### src/dpd_pkg.sv
// Package with shared types, codes and a helper for the debug packet deframer.
`default_nettype none
package dpd_pkg;

	// Parser phase codes.
	typedef enum logic [2:0] {
		PH_HUNT    = 3'd0,
		PH_CONTENT = 3'd1,
		PH_DIGIT0  = 3'd2,
		PH_DIGIT1  = 3'd3,
		PH_DONE    = 3'd4
	} dpd_phase_t;

	// Report status codes.
	typedef enum logic [2:0] {
		ST_OK       = 3'd0,
		ST_MISMATCH = 3'd1,
		ST_BADHEX   = 3'd2,
		ST_EMPTY    = 3'd3,
		ST_NOSTART  = 3'd4,
		ST_TRUNC    = 3'd5
	} dpd_status_t;

	// Input item kind carried on tuser.
	localparam logic OP_DATA = 1'b0;
	localparam logic OP_EOS  = 1'b1;

	// Result kind carried on tlast.
	localparam logic KIND_BYTE   = 1'b0;
	localparam logic KIND_REPORT = 1'b1;

	// Register indexes of the configuration port.
	localparam logic REG_START_CHAR = 1'b0;
	localparam logic REG_CHECK_CHAR = 1'b1;

	localparam logic [7:0] START_CHAR_RESET = 8'd36;
	localparam logic [7:0] CHECK_CHAR_RESET = 8'd35;

	// Width of the packed result data word.
	localparam int unsigned OUT_DATA_W = 32;

	// Per-packet parser state.
	typedef struct packed {
		dpd_phase_t phase;
		logic [7:0] running_sum;
		logic       seen_content;
		logic [3:0] high_nibble;
		logic       hex_error;
	} dpd_state_t;

	// One result item with its valid flag.
	typedef struct packed {
		logic        valid;
		logic        kind;
		logic [7:0]  data_byte;
		logic [7:0]  received_sum;
		logic [7:0]  computed_sum;
		dpd_status_t status;
	} dpd_result_t;

	// Hex digit value; ok is the high bit of the result.
	function automatic logic [4:0] hex_decode(input logic [7:0] c);
		logic [4:0] r;
		r = 5'd0;
		if (c inside {["0":"9"]}) begin
			r = {1'b1, 4'(c - 8'h30)};
		end else if (c inside {["a":"f"]}) begin
			r = {1'b1, 4'(c - 8'h57)};
		end else if (c inside {["A":"F"]}) begin
			r = {1'b1, 4'(c - 8'h37)};
		end
		return r;
	endfunction

endpackage
`default_nettype wire

### src/debug_packet_deframer_checksum.sv
// Top level of the debug packet deframer with checksum check.
//
// Input stream: one character per transaction on s_tdata; s_tuser high marks
// the end of a string (the data byte is then ignored). Bytes before the start
// character are dropped. Each content byte is echoed on the output stream with
// m_tlast low; the end-of-packet report has m_tlast high and carries the
// received and computed checksums and a status code.
// The result of an accepted byte is in the output register at the next clock
// edge. One byte is accepted every cycle; the only limit is the single output
// register, which takes a new result when it is empty or is being drained in
// the same cycle.
// If the receiver stalls, m_tvalid and m_tdata hold and s_tready follows
// m_tready once the register is full; bytes that give no result still wait.
// Reset puts the parser in the hunting phase, clears the output valid flag and
// restores the start and check characters to their defaults.
// Configuration writes (cfg_we) take effect at the next clock edge. The user
// must make them only while the block is idle; it does not enforce this.
`default_nettype none
module debug_packet_deframer_checksum (
	input  wire        clk,
	input  wire        arst_n,
	// Configuration write port.
	input  wire        cfg_we,
	input  wire        cfg_index,
	input  wire [7:0]  cfg_data,
	// Input stream.
	input  wire        s_tvalid,
	output logic       s_tready,
	input  wire [7:0]  s_tdata,  // [7:0] in_byte
	input  wire        s_tuser,  // [0] opcode
	// Output stream.
	output logic       m_tvalid,
	input  wire        m_tready,
	output logic [dpd_pkg::OUT_DATA_W-1:0] m_tdata,
	// [7:0] data_byte, [15:8] received_sum, [23:16] computed_sum,
	// [26:24] status, [31:27] zero
	output logic       m_tlast   // result_kind
);

	logic [7:0]           start_q;
	logic [7:0]           check_q;
	dpd_pkg::dpd_state_t  state_q;
	dpd_pkg::dpd_state_t  state_nxt;
	dpd_pkg::dpd_result_t res;
	logic                 accept;
	logic                 out_valid_q;
	logic                 kind_q;
	logic [7:0]           data_q;
	logic [7:0]           rx_q;
	logic [7:0]           calc_q;
	dpd_pkg::dpd_status_t status_q;

	// Configuration registers.
	always_ff @(posedge clk or negedge arst_n) begin
		if (!arst_n) begin
			start_q <= dpd_pkg::START_CHAR_RESET;
			check_q <= dpd_pkg::CHECK_CHAR_RESET;
		end else if (cfg_we) begin
			case (cfg_index)
				dpd_pkg::REG_START_CHAR: start_q <= cfg_data;
				dpd_pkg::REG_CHECK_CHAR: check_q <= cfg_data;
				default: begin
				end
			endcase
		end
	end

	// Accept when the output register is free or drains this cycle.
	assign s_tready = !out_valid_q || m_tready;
	assign accept   = s_tvalid && s_tready;

	dpd_parser u_parser (
		.opcode     (s_tuser),
		.in_byte    (s_tdata),
		.start_char (start_q),
		.check_char (check_q),
		.cur        (state_q),
		.nxt        (state_nxt),
		.res        (res)
	);

	// Parser state register.
	always_ff @(posedge clk or negedge arst_n) begin
		if (!arst_n) begin
			state_q <= {dpd_pkg::PH_HUNT, 8'd0, 1'b0, 4'd0, 1'b0};
		end else if (accept) begin
			state_q <= state_nxt;
		end
	end

	// Output valid flag.
	always_ff @(posedge clk or negedge arst_n) begin
		if (!arst_n) begin
			out_valid_q <= 1'b0;
		end else if (accept && res.valid) begin
			out_valid_q <= 1'b1;
		end else if (m_tready) begin
			out_valid_q <= 1'b0;
		end
	end

	// Output payload register.
	always_ff @(posedge clk) begin
		if (accept && res.valid) begin
			kind_q   <= res.kind;
			data_q   <= res.data_byte;
			rx_q     <= res.received_sum;
			calc_q   <= res.computed_sum;
			status_q <= res.status;
		end
	end

	assign m_tvalid = out_valid_q;
	assign m_tlast  = kind_q;
	assign m_tdata  = {5'd0, status_q, calc_q, rx_q, data_q};

	// An accepted end of string always returns the parser to hunting.
	a_eos_hunt: assert property (@(posedge clk) disable iff (!arst_n)
		accept && s_tuser |=> state_q.phase == dpd_pkg::PH_HUNT)
		else $error("parser not hunting after end of string");

	// An ok report carries equal checksums.
	a_ok_equal: assert property (@(posedge clk) disable iff (!arst_n)
		m_tvalid && m_tlast && status_q == dpd_pkg::ST_OK |-> rx_q == calc_q)
		else $error("ok status with differing checksums");

	// An echoed content byte carries zero report fields.
	a_byte_clean: assert property (@(posedge clk) disable iff (!arst_n)
		m_tvalid && !m_tlast |-> m_tdata[26:8] == '0)
		else $error("content byte with nonzero report fields");

	// A finished packet's report is not followed by echoed content.
	a_done_quiet: assert property (@(posedge clk) disable iff (!arst_n)
		accept && res.valid && res.kind && state_nxt.phase == dpd_pkg::PH_DONE
		|=> !(accept && res.valid && !res.kind))
		else $error("content echoed after packet end");

	// An empty output register never blocks the input.
	a_ready_free: assert property (@(posedge clk) disable iff (!arst_n)
		!m_tvalid |-> s_tready)
		else $error("input stalled with empty output register");

endmodule
`default_nettype wire

### src/dpd_parser.sv
// Next-state and result logic of the packet parser for one input byte.
`default_nettype none
module dpd_parser (
	input  wire                 opcode,
	input  wire [7:0]           in_byte,
	input  wire [7:0]           start_char,
	input  wire [7:0]           check_char,
	input  wire dpd_pkg::dpd_state_t cur,
	output dpd_pkg::dpd_state_t nxt,
	output dpd_pkg::dpd_result_t res
);

	logic [4:0] hex;
	logic [7:0] rx_sum;
	logic       err;
	logic [7:0] sum_add;

	assign hex     = dpd_pkg::hex_decode(in_byte);
	assign rx_sum  = {cur.high_nibble, hex[3:0]};
	assign err     = cur.hex_error | ~hex[4];
	assign sum_add = cur.running_sum + in_byte;

	// Phase transitions and the single possible result.
	always_comb begin
		nxt = cur;
		res = '0;
		res.status = dpd_pkg::ST_OK;
		if (opcode == dpd_pkg::OP_EOS) begin
			// End of string: report unless a packet already finished.
			nxt = '0;
			nxt.phase = dpd_pkg::PH_HUNT;
			case (cur.phase)
				dpd_pkg::PH_HUNT: begin
					res.valid  = 1'b1;
					res.kind   = dpd_pkg::KIND_REPORT;
					res.status = dpd_pkg::ST_NOSTART;
				end
				dpd_pkg::PH_CONTENT, dpd_pkg::PH_DIGIT0, dpd_pkg::PH_DIGIT1: begin
					res.valid        = 1'b1;
					res.kind         = dpd_pkg::KIND_REPORT;
					res.computed_sum = cur.running_sum;
					res.status       = dpd_pkg::ST_TRUNC;
				end
				default: begin
				end
			endcase
		end else begin
			case (cur.phase)
				dpd_pkg::PH_HUNT: begin
					if (in_byte == start_char) begin
						nxt = '0;
						nxt.phase = dpd_pkg::PH_CONTENT;
					end
				end
				dpd_pkg::PH_CONTENT: begin
					if (in_byte == check_char) begin
						if (!cur.seen_content) begin
							res.valid  = 1'b1;
							res.kind   = dpd_pkg::KIND_REPORT;
							res.status = dpd_pkg::ST_EMPTY;
							nxt.phase  = dpd_pkg::PH_DONE;
						end else begin
							nxt.phase = dpd_pkg::PH_DIGIT0;
						end
					end else begin
						// Echo the content byte and fold it into the sum.
						nxt.running_sum  = sum_add;
						nxt.seen_content = 1'b1;
						res.valid        = 1'b1;
						res.kind         = dpd_pkg::KIND_BYTE;
						res.data_byte    = in_byte;
					end
				end
				dpd_pkg::PH_DIGIT0: begin
					nxt.high_nibble = hex[3:0];
					nxt.hex_error   = err;
					nxt.phase       = dpd_pkg::PH_DIGIT1;
				end
				dpd_pkg::PH_DIGIT1: begin
					// Last checksum digit closes the packet.
					nxt.hex_error    = err;
					nxt.phase        = dpd_pkg::PH_DONE;
					res.valid        = 1'b1;
					res.kind         = dpd_pkg::KIND_REPORT;
					res.received_sum = rx_sum;
					res.computed_sum = cur.running_sum;
					if (err) begin
						res.status = dpd_pkg::ST_BADHEX;
					end else if (rx_sum == cur.running_sum) begin
						res.status = dpd_pkg::ST_OK;
					end else begin
						res.status = dpd_pkg::ST_MISMATCH;
					end
				end
				default: begin
				end
			endcase
		end
	end

endmodule
`default_nettype wire
### config.mk
export PLATFORM = sky130hd
export DESIGN_NAME = debug_packet_deframer_checksum
export DESIGN_NICKNAME = d
export VERILOG_FILES = /design/src/dpd_pkg.sv /design/src/debug_packet_deframer_checksum.sv /design/src/dpd_parser.sv
export SDC_FILE = /design/constraint.sdc
export NUM_CORES = 1
export LEC_CHECK = 0
export BUFFER_PORTS_ARGS = -buffer_cell sky130_fd_sc_hd__buf_2
export CAP_MARGIN = 20
export CORE_MARGIN = 2
export CORE_UTILIZATION = 51
export CTS_CLUSTER_SIZE = 40
export DETAILED_ROUTE_END_ITERATION = 16
export GPL_TIMING_DRIVEN = 0
export MAX_ROUTING_LAYER = met4
export PLACE_DENSITY = 0.76
export SETUP_SLACK_MARGIN = 0.3
export SKIP_LAST_GASP = 1
export SLEW_MARGIN = 10
export SYNTH_ARGS = -nofsm -noshare
export SYNTH_HDL_FRONTEND = slang
export SYNTH_SLANG_ARGS = --single-unit
### constraint.sdc
create_clock -name clk -period 3.7 [get_ports clk]
set_input_delay 0.37 -clock clk [delete_from_list [all_inputs] [get_ports clk]]
set_output_delay 0.37 -clock clk [all_outputs]
set_load 0.005 [all_outputs]
## After elaboration in Yosys (flattened, before gate mapping)

Index checks and enable logic that the tools add are counted.

| cells by class | value |
|---|---|
| reductions and logical operators | 24 |
| add/sub/neg operators | 4 |
| bitwise logic cells | 5 |
| order comparisons | 6 |
| muxes and demuxes | 28 |
| eq/ne operators | 9 |

Operator list:

| kind | count |
|---|---|
| 17-bit 2-to-1 mux | 2 |
| 8-bit == test | 3 |
| 9-bit one-hot mux with 2 select lines | 1 |
| 8-bit by 7-bit greater-or-equal comparator with 1-bit output, second input constant | 2 |
| 8-bit by 7-bit less-or-equal comparator with 1-bit output, second input constant | 2 |
| 8-bit 2-to-1 mux | 2 |
| 5-bit 2-to-1 mux | 3 |
| 2-bit 2-to-1 mux | 6 |
| 3-bit one-hot mux with 2 select lines | 2 |
| 3-bit one-hot mux with 4 select lines | 1 |
| 11-bit 2-to-1 mux | 1 |
| 3-bit 2-to-1 mux | 3 |
| 9-bit 2-to-1 mux | 1 |
| 3-bit nonzero test | 3 |
| 8-bit adder | 1 |
| 8-bit by 6-bit greater-or-equal comparator with 1-bit output, second input constant | 1 |
| 8-bit by 6-bit less-or-equal comparator with 1-bit output, second input constant | 1 |
| 4-bit one-hot mux with 2 select lines | 1 |
| 4-bit AND reduction | 2 |
| 4-bit by 3-bit subtractor with 4-bit output, second input constant | 2 |
| 3-bit by 2-bit == test with 1-bit output, second input constant | 2 |
| 3-bit by 2-bit != test with 1-bit output, second input constant | 2 |
| 3-bit AND reduction | 2 |
| 3-bit OR reduction | 2 |
| other kinds (17) | 28 |

| word-level totals | value |
|---|---|
| input bits | 23 |
| output and inout bits | 35 |
| logic and storage cells | 89 |
| register bits | 62 |

## Depth between registers and ports, before layout

Gate-level depths: netlist of run 1.

| logic depth | value |
|---|---|
| word-level depth | 10 |
| mapped depth | 9 |
| mapped depth without buffers | 8 |

## Modules after synthesis

A second synthesis of run 1 with hierarchy kept.

| second synthesis, totals | value |
|---|---|
| cell total of the unflattened synthesis | 315 |
| area, all modules | 3568.4 um^2 |

By module, submodules not included:

| module | area each (um^2) | times used | seq. area each (um^2) | cells an instance |
|---|---|---|---|---|
| debug_packet_deframer_checksum | 2213.4 | 1 | 1697.9 | 110 |
| dpd_parser | 1355.0 | 1 | 0.0 | 205 |

## Worst setup path before layout of run 1

No wires, ideal clock.

| timing | value |
|---|---|
| path kind | in2reg |
| from | input s_tdata[7] |
| to | register calc_q[0] (enable) |
| data arrival time | 3.133 ns |
| slack | 0.119 ns |
| path buffers | 2 |
| required time | 3.252 ns |
| library setup time | 0.448 ns |
| stages | 8 |
| cell sequence | buf_2 xor2_1 nor4_2 and2_1 buf_2 nand2_1 a21oi_1 nor3_1 |

| on the way | value |
|---|---|
| longest elaborated chain between the ends | 5 |

Ends and longest elaborated chain:

| what | RTL line | source |
|---|---|---|
| start, declared | debug_packet_deframer_checksum.sv:29 | `input wire [7:0] s_tdata,` |
| 8-bit == test | dpd_parser.sv:56 | `if (in_byte == check_char) begin` |
| 2-bit 2-to-1 mux | dpd_parser.sv:56 |  |
| 2-bit one-hot mux with 2 select lines | dpd_parser.sv:48 | `case (cur.phase)` |
| 2-bit 2-to-1 mux | dpd_parser.sv:28 | `if (opcode == dpd_pkg::OP_EOS) begin` |
| 1-bit logical AND | debug_packet_deframer_checksum.sv:104 | `if (accept && res.valid) begin` |
| end signal, assigned | debug_packet_deframer_checksum.sv:108 | `calc_q <= res.computed_sum;` |
| end, declared | debug_packet_deframer_checksum.sv:50 | `logic [7:0] calc_q;` |

No other way between the ends.
A chain may end at the register's enable or synchronous reset.

==> metrics.txt, run 1 <==
status=completed; peak supply drop=0.248 mV; Post CTS Setup Buffer Count=0; Placer Congestion=0.920; initial drt markers=135; antenna-violating nets left=0; Mapped Area=3420 um2; std cell rows=29; Ys Warns=0; Die Wd=85.9 um; CP Data Required Time=3.77 ns; nets@finish=406; # clock sinks=between 60 and 70; Skew-Pair Late Insertion Delay=0.34 ns; Rel. slew slack=0.496; antenna violations before repair=0; DRC Markers=0; Synth Area per Inst=roughly 11 um2; Lkg Pwr=around 1.7 nW; HP Class=in -> async; endpoints failing setup=0; CP Class=in -> reg; share of cells above drive strength 1=0.290; skew final=0.00451 ns; clock slew at reported path FFs=0.07 ns; type of origin of the critical path=input port; Port Buffer Count=50; top_reg_cell synth=dfrtp_1; placed insts=437; final hold viol count=0; Tot GR Track Use=0.205; Distinct cells, synth=60; P&R area growth vs syn=15.9%; DR WL/cell=15.5 um; H-tree level count=3; IO Pins=58; slew of the pin with the lowest slew margin=about 0.76 ns; Post-DP HPWL=5.28 mm; Die Span Y=around 86 um; routed vias/inst=between 5 and 6; CORE AREA=between 6000 and 7000 um2; Non-Filler Instances=453; fmax=a little over 0.4 GHz; Syn Inst Count=305; unrepaired setup endpoints after global routing=no; via count of the first global-routing pass=~2300; hold_buf cts=0; Tmin final=2.42 ns; largest net degree at the start of global routing=35; Worst EP arrival=2.49 ns; Worst Setup End Kind=flop; n_diodes=0; cts repair resizes=0; CTS root buf=clkbuf_8; total detailed-routing wirelength=7.01 mm; DR vias=2521; Die ar.=around 7400 um2; Post-synth EDFFs=28; crit share post-route=0.655; CTS tree=done; crit-path max FO=6; setup_tns=0 ns; Initial Util=0.533; Yosys reg bits=62; cts bufs inserted=9; PwrDens=560 nW/um2; Post-synth ARST share=0.548; Seq/Total Area, Yosys=0.496; first-pass GRT wire length=11.4 mm; Fill cells=533; 1st-pass router iterations=4; Slew Viols, Final=0; Max Root-Sink Buffers=2; maxcap violations=0; GRT overflow=0
==> registers in the layout (all words and copies together) (netlist names) <==
signal,count
calc_q,8
check_q,8
data_q,8
m_tlast,1
m_tvalid,1
rx_q,8
start_q,8
state_q,17
status_q,3
==> kinds of logic (layout without fill, tap and decap cells) <==
group	after synthesis	after routing	synth area share
AND/OR/NAND/NOR	92	92	0.150
XOR/XNOR	28	28	0.0716
adder cells (fa/ha/maj)	12	12	0.0460
other	1	5	0.00110
flip-flops	62	62	0.496
AO/OA/AOI/OAI	60	60	0.129
buffers and inverters	31	98	0.0446
multiplexers	19	19	0.0621
==> metal layers <==
metal / routed length, um / track usage
met1: 3120 / 0.262
met5: 0 / -
met4: 152 / 0.0678
met2: 3350 / 0.317
met3: 382 / 0.0549
==> placed cells by master (no fill, tap or decap), types with 2 or more instances in the layout <==
cell type  count
o211ai_1       2
mux2_2        17
xor2_1        15
nor2_1        16
and3_1         2
nor4_2         2
o21ai_1        4
dfstp_2        5
o2bb2ai_1      2
buf_4          6
o31ai_1        6
nand2_1       20
inv_1         11
nor2b_1        4
clkbuf_8       9
a311oi_1       2
ha_1          11
xnor2_1       13
a21o_1         2
a21boi_0       2
buf_2         55
dfrtp_1       29
o22ai_1        2
nor3_1         8
a21oi_1       13
conb_1         5
nor3_4         2
nand3_1        6
clkbuf_1      10
a22o_1         4
edfxtp_1      28
nand4_1        2
o21ai_0        7
nor4_1         2
and2_1        20
clkinv_2       3
==> critical path, cell delays in order <==
cell and delay [ns]:
buf_2 0.14, buf_2 0.17, inv_1 0.15, ha_1 0.20
inv_1 0.07, o311ai_1 0.58, o41ai_2 0.20, mux2_1 0.31
nor3_1 0.19, a311oi_1 0.12
==> stage by stage <==
stage | setup slack (ns) | hold slack, ns | instance area, um2 | power, mW | util
3_3_place_gp | 0.341 | 0.479 | 3790 | 1.71 | 0.590
6_report | 1.28 | 0.0919 | 3970 | 2.22 | 0.618
5_1_grt | 1.17 | 0.153 | 3970 | 2.36 | 0.618
2_1_floorplan | 0.973 | 0.0744 | 3440 | 1.50 | -
3_5_place_dp | 1.01 | 0.495 | 3810 | 1.75 | 0.594
4_1_cts | 1.33 | 0.131 | 3970 | 2.23 | 0.618
==> cell usage after synthesis, drive strengths merged, types with 5 or more instances <==
master / n / area [um2]
buf: 12 / 81.3
o21ai: 11 / 55.1
nor2: 16 / 60.1
inv: 11 / 41.3
mux2: 18 / 203
ha: 11 / 138
nor3: 10 / 61.3
o31ai: 6 / 45.0
xnor2: 13 / 114
clkbuf: 8 / 30.0
nand3: 6 / 30.0
edfxtp: 28 / 841
dfstp: 5 / 131
and2: 20 / 125
dfrtp: 29 / 726
xor2: 15 / 131
nand2: 20 / 75.1
a21oi: 13 / 65.1
==> path summary, 6_finish.rpt <==
kind / from / endpoint / slack, ns / cells after the start
worst max-delay path: s_tdata[0] / status_q[0] / 1.28 / 10
worst min register to register: start_q[4] / start_q[4] / 0.53 / 1
min in group clk: cfg_data[3] / check_q[3] / 0.27 / 2
worst min-delay path: arst_n / check_q[6] / 0.09 / 1
max in group asynchronous: arst_n / state_q[13] / 3.12 / 1
worst max register to register: check_q[5] / calc_q[3] / 1.31 / 8
==> final cells by class <==
type	count	area [um2]	area share
Sequential cell	62	1700	0.428
Multi-Input combinational cell	216	1600	0.403
Timing Repair Buffer	51	265	0.0668
Clock buffer	11	131	0.0331
Buffer	20	111	0.0280
Tap cell	77	96.3	0.0243
Inverter	11	41.3	0.0104
Clock inverter	5	26.3	0.00662
==> power by group <==
group	internal [mW]	switching, mW	total (mW)
combinational	0.310	0.448	0.758
sequential	0.893	0.0848	0.978
clock	0.237	0.252	0.489
total	1.44	0.785	2.22
No activity file was read; power rests on OpenSTA's default activity.
==> run 2: changes to the inputs <==
Settings changed: ABC_AREA set to 1, CORE_UTILIZATION 51 to 57, PLACE_DENSITY 0.76 to 0.81.
Clock period 3.7 ns to 2.3 ns, I/O delays scaled along.
==> metrics.txt, run 2 <==
status=completed; Post-synth top cells=69 x nand2_1, 49 x inv_1, 39 x nor2_1; CTS tree=done; Die Wd=82.5 um; total detailed-routing wirelength=between 7 and 8 mm; Place WS=-0.244 ns; Post-synth ARST share=0.548; IO Pins=58; via count of the first global-routing pass=2752; Max Root-Sink Buffers=2; slew of the pin with the lowest slew margin=0.766 ns; Slew Viols, Final=0; clock share of power=0.236; Tot GR Track Use=0.256; sw frac=0.365; FF-to-FF End=data_q[5]; Skew-Pair Late Insertion Delay=0.34 ns; share of cells above drive strength 1=0.290; DR vias=2892; Worst EP arrival=roughly 2.1 ns; nets@finish=502; count leader, synth=nand2_1; setup_tns=0 ns; DRC Markers=0; CTS root buf=clkbuf_8; PwrDens=910 nW/um2; largest net degree at the start of global routing=35; fin worst setup slack=approximately 0.28 ns; peak supply drop=around 0.54 mV; top_reg_cell synth=dfrtp_1; Synth Area per Inst=8.99 um2; r2r setup slk=approximately 0.28 ns; worst r2r src=check_q[1]; GRT overflow=0; clock slew at reported path FFs=0.07 ns; CP Data Required Time=2.41 ns; Rel. slew slack=0.489; Non-Filler Instances=547; initial drt markers=188; n_diodes=0; endpoints failing setup=0; flip-flop count of the largest register after layout=17; reg2reg path depth=11; Logic pwr share=0.357; Ys Warns=0; std cell rows=28; Die Span Y=82.5 um; HP Class=in -> reg; unrepaired setup endpoints after global routing=yes; Post-DP HPWL=5.45 mm; crit path capture=data_q[5]; Initial Util=0.590; Mapped Area=between 3000 and 4000 um2; final hold viol count=0; type of origin of the critical path=flop; 1st-pass router iterations=5; area share of the largest cell type after synthesis=0.239; Yosys reg bits=between 60 and 70; Placed Area=3880 um2; Synth area leaders=edfxtp_1 24%, dfrtp_1 21%, nand2_1 7.4%, inv_1 5.2%, nor2_1 4.2%; most flop-heavy register=state_q; DR WL/cell=13.9 um; Distinct cells, synth=41; Die ar.=6810 um2; maxcap violations=0; # clock sinks=62; post-route cell area=~4200 um2; Port Buffer Count=50; antenna-violating nets left=0; internal power=2.44 mW; crit-path max FO=5; most common cell after layout, fill and taps aside=nand2_1; Placer Congestion=0.877; Lkg Pwr=1.99 nW; antenna violations before repair=0; Syn Inst Count=391; CORE AREA=between 5000 and 6000 um2; Seq/Total Area, Yosys=0.483; CP Class=reg -> reg; P&R area growth vs syn=20.2%; sequential power share=0.406; Post-synth EDFFs=28; cts bufs inserted=9; crit share post-route=0.876; Tmin final=2.02 ns; most frequent cells in the layout=68 x nand2_1, 52 x buf_2, 48 x inv_1, 38 x nor2_1, 29 x dfrtp_1; fmax=0.496 GHz; hold_ws=around 0.13 ns; routed vias/inst=5.29; H-tree level count=3; first-pass GRT wire length=between 10 and 15 mm; Worst Setup End Kind=flop; skew final=approximately 0.010 ns; placed insts=520; switching power=roughly 1.4 mW; crit path launch=check_q[1]; largest area contributor in the netlist=edfxtp_1
## run 2: changes by cell type after synthesis, moves of 17 or more
cell,change
and2_1,-20
o21ai_0,+19
nor2_1,+23
inv_1,+38
mux2_2,-17
nand2_1,+49
## run 2: power groups by stage
stage / sequential (mW) / combinational [mW] / clock, mW
after floorplan: 1.56 / 0.904 / 0
after global placement: 1.57 / 1.21 / 0
after detailed placement: 1.58 / 1.25 / 0
after CTS: 1.56 / 1.32 / 0.911
after global routing: 1.59 / 1.56 / 0.975
final: 1.56 / 1.37 / 0.908
## run 2: cells by family after synthesis
kind of cell,after synthesis,synth area share
simple gates,160,0.217
buf+inv,71,0.0897
flops,62,0.483
compound gates,58,0.0965
xor+xnor,27,0.0673
fa+ha+maj,12,0.0449
other cells,1,0.00107
## run 2: timing repair
action / in CTS / in global routing
gates resized for setup: 4 / 17
pin swaps: 1 / 1
setup endpoints to repair: 29 / 30
gates cloned: 1 / 0
hold endpoints to repair: 11 / 0
setup buffers: 6 / 3
hold buffers: 1 / 0
## run 2: worst min path at each step
| stage | end | depth (start not counted) | slack [ns] | startpoint |
|---|---|---|---|---|
| global route | check_q[1] | 3 | 0.15 | cfg_data[1] |
| finish | start_q[2] | 3 | 0.13 | cfg_data[2] |
| floorplan | check_q[2] | 0 | -0.07 | arst_n |
| global placement | m_tvalid | 1 | 0.35 | arst_n |
| detailed placement | m_tvalid | 1 | 0.36 | arst_n |
| CTS | start_q[2] | 3 | 0.13 | cfg_data[2] |
## run 2: per-stage QoR
step | power (mW) | util
detailed placement | 2.84 | 0.651
floorplan | 2.47 | -
CTS | 3.79 | 0.696
global route | 4.12 | 0.709
global placement | 2.78 | 0.651
finish | 3.85 | 0.709
## run 2: routing by layer
metal	up-vias	routed length [um]	global-route usage
met5	-	0	-
met4	0	276	0.121
met3	28	407	0.0380
met2	120	3690	0.408
met1	1329	3250	0.322
li1	1415	-	-
## run 2: area by class of cell
cell class	instances	area (um2)
Buffer	15	116
Clock buffer	10	128
Clock inverter	6	53.8
Fill cell	484	1730
Inverter	56	215
Multi-Input combinational cell	262	1560
Sequential cell	62	1700
Tap cell	75	93.8
Timing Repair Buffer	60	350
Timing Repair inverter	1	7.51
## run 2: worst max-delay path: stages, from the launching register on
cell and delay [ns]:
dfstp_2 0.55, xnor2_1 0.11, nand2_1 0.08, nor3_1 0.13
nand2_1 0.13, inv_2 0.09, nand2_1 0.05, a21oi_1 0.12
nor2_1 0.08, nand2_2 0.16, clkinvlp_4 0.15, buf_6 0.15
==> run 3: changes to the inputs <==
Settings changed: CTS_BUF_LIST set to sky130_fd_sc_hd__clkbuf_8 sky130_fd_sc_hd__clkbuf_16, PLACE_DENSITY 0.81 to not set, PLACE_DENSITY_LB_ADDON set to 0.12.
==> metrics.txt, run 3 (synthesized netlist as in run 2, its figures left out) <==
status=completed; CTS tree=done; worst hold start=cfg_data[5]; most flop-heavy register=state_q; P&R area growth vs syn=19.7%; register area=1700 um2; fmax=a little over 0.5 GHz; Die Wd=82.5 um; most common cell after layout, fill and taps aside=nand2_1; antenna-violating nets left=0; r2r setup slk=0.34 ns; worst-path cell chain=xor2_1, nor4_2, nand2_1, inv_2, nand2_1, a21oi_1, nor2_1, nand2_2, clkinvlp_4, buf_12; area of the multi-input gates=1560 um2; type of origin of the critical path=flop; largest stage delay on the critical path=0.39 ns; H-tree level count=3; Post-DP HPWL=5.63 mm; nets@finish=501; Hold Path End=check_q[5]; Fill cells=475; worst r2r src=check_q[2]; via count of the first global-routing pass=2715; Worst Setup End Kind=flop; crit-path max FO=14; Skew-Pair Late Insertion Delay=between 0.3 and 0.4 ns; initial drt markers=164; CTS root buf=clkbuf_8; CP Class=reg -> reg; IO Pins=58; endpoints failing setup=0; Die Span Y=82.5 um; placed insts=520; Lkg Pwr=slightly below 2 nW; skew final=~0.010 ns; post-route cell area=between 4000 and 5000 um2; Tot GR Track Use=0.259; final core occ=0.706; antenna violations before repair=0; maxcap violations=0; fin worst setup slack=approximately 0.34 ns; final hold viol count=0; crit path launch=check_q[2]; Placer Congestion=0.910; Placed Area=3880 um2; Die ar.=approximately 6800 um2; Place WS=-0.265 ns; Port Buffer Count=50; DR vias=2879; GRT overflow=0; FF-to-FF End=rx_q[0]; unrepaired setup endpoints after global routing=yes; slew of the pin with the lowest slew margin=0.794 ns; total detailed-routing wirelength=between 8 and 9 mm; CORE AREA=~6000 um2; CP Data Required Time=approximately 2.4 ns; Worst EP arrival=slightly above 2 ns; most frequent cells in the layout=68 x nand2_1, 52 x buf_2, 48 x inv_1, 36 x nor2_1, 29 x dfrtp_1; Top cell by count, worst path=nand2_1; Max Root-Sink Buffers=2; clock slew at reported path FFs=0.07 ns; crit share post-route=0.851; hold path depth=3; first-pass GRT wire length=12.6 mm; routed vias/inst=5.27; reg2reg path depth=10; share of cells above drive strength 1=0.293; # clock sinks=62; Non-Filler Instances=546; cts bufs inserted=9; std cell rows=28; DRC Markers=0; Rel. slew slack=0.470; largest net degree at the start of global routing=35; Tmin final=1.96 ns; PwrDens=918 nW/um2; flip-flop count of the largest register after layout=17; 1st-pass router iterations=4; Initial Util=0.590; peak supply drop=0.462 mV; HP Class=in -> reg; n_diodes=0; DR WL/cell=14.7 um; Slew Viols, Final=0; total power=3.86 mW; Worst path slowest cell=dfrtp_1
==> run 3: repair_timing <==
action	in CTS	in global routing
buffers inserted	3	5
endpoints found under the hold margin	11	0
hold buffers	1	0
resized for setup	7	13
cloned	1	0
setup endpoints to repair	30	30
pin swaps	0	2
==> run 3: power by group <==
group	total, mW	internal [mW]	switching (mW)	leakage [nW]
Combinational	1.38	0.526	0.856	1.19
Sequential	1.57	1.42	0.148	0.705
Clock	0.912	0.483	0.429	0.0929
Total	3.86	2.43	1.43	1.98
==> run 3: layer usage <==
layer,global-route usage,up-vias,share of wire
met4,0.123,0,0.030
li1,-,1418,-
met5,-,-,0
met1,0.314,1362,0.44
met3,0.0424,22,0.039
met2,0.425,77,0.50
==> run 3: layout make-up <==
class | instances | area share
multi-input cells | 262 | 0.370
repair buffers | 59 | 0.0807
clock inverters | 7 | 0.0137
clock buffers | 9 | 0.0295
flip-flops and latches | 62 | 0.404
inverters | 56 | 0.0512
well taps | 75 | 0.0223
plain buffers | 15 | 0.0268
repair inverters | 1 | 0.00179
==> run 3: how the worst max path moves through the flow <==
stage / end / slack (ns) / cells after the start
6_report: rx_q[0] / 0.34 / 10
4_1_cts: status_q[1] / 0.30 / 11
3_5_place_dp: data_q[1] / -0.26 / 11
5_1_grt: rx_q[0] / 0.21 / 10
2_1_floorplan: calc_q[0] / 0.25 / 10
3_3_place_gp: data_q[1] / -0.22 / 11
==> run 3: through the flow <==
step / hold WS (ns) / TNS, ns
6_report: 0.121 / 0
5_1_grt: 0.137 / 0
3_5_place_dp: 0.361 / -7.49
2_1_floorplan: -0.0656 / 0
4_1_cts: 0.119 / 0
3_3_place_gp: 0.349 / -6.14
==> run 3: critical path: cells and delay by family (launching register included) <==
family	cells	cell delay (ns)
AO/OA/AOI/OAI	1	0.12
XOR/XNOR	1	0.16
flip-flops	1	0.39
AND/OR/NAND/NOR	5	0.66
buffers and inverters	3	0.38
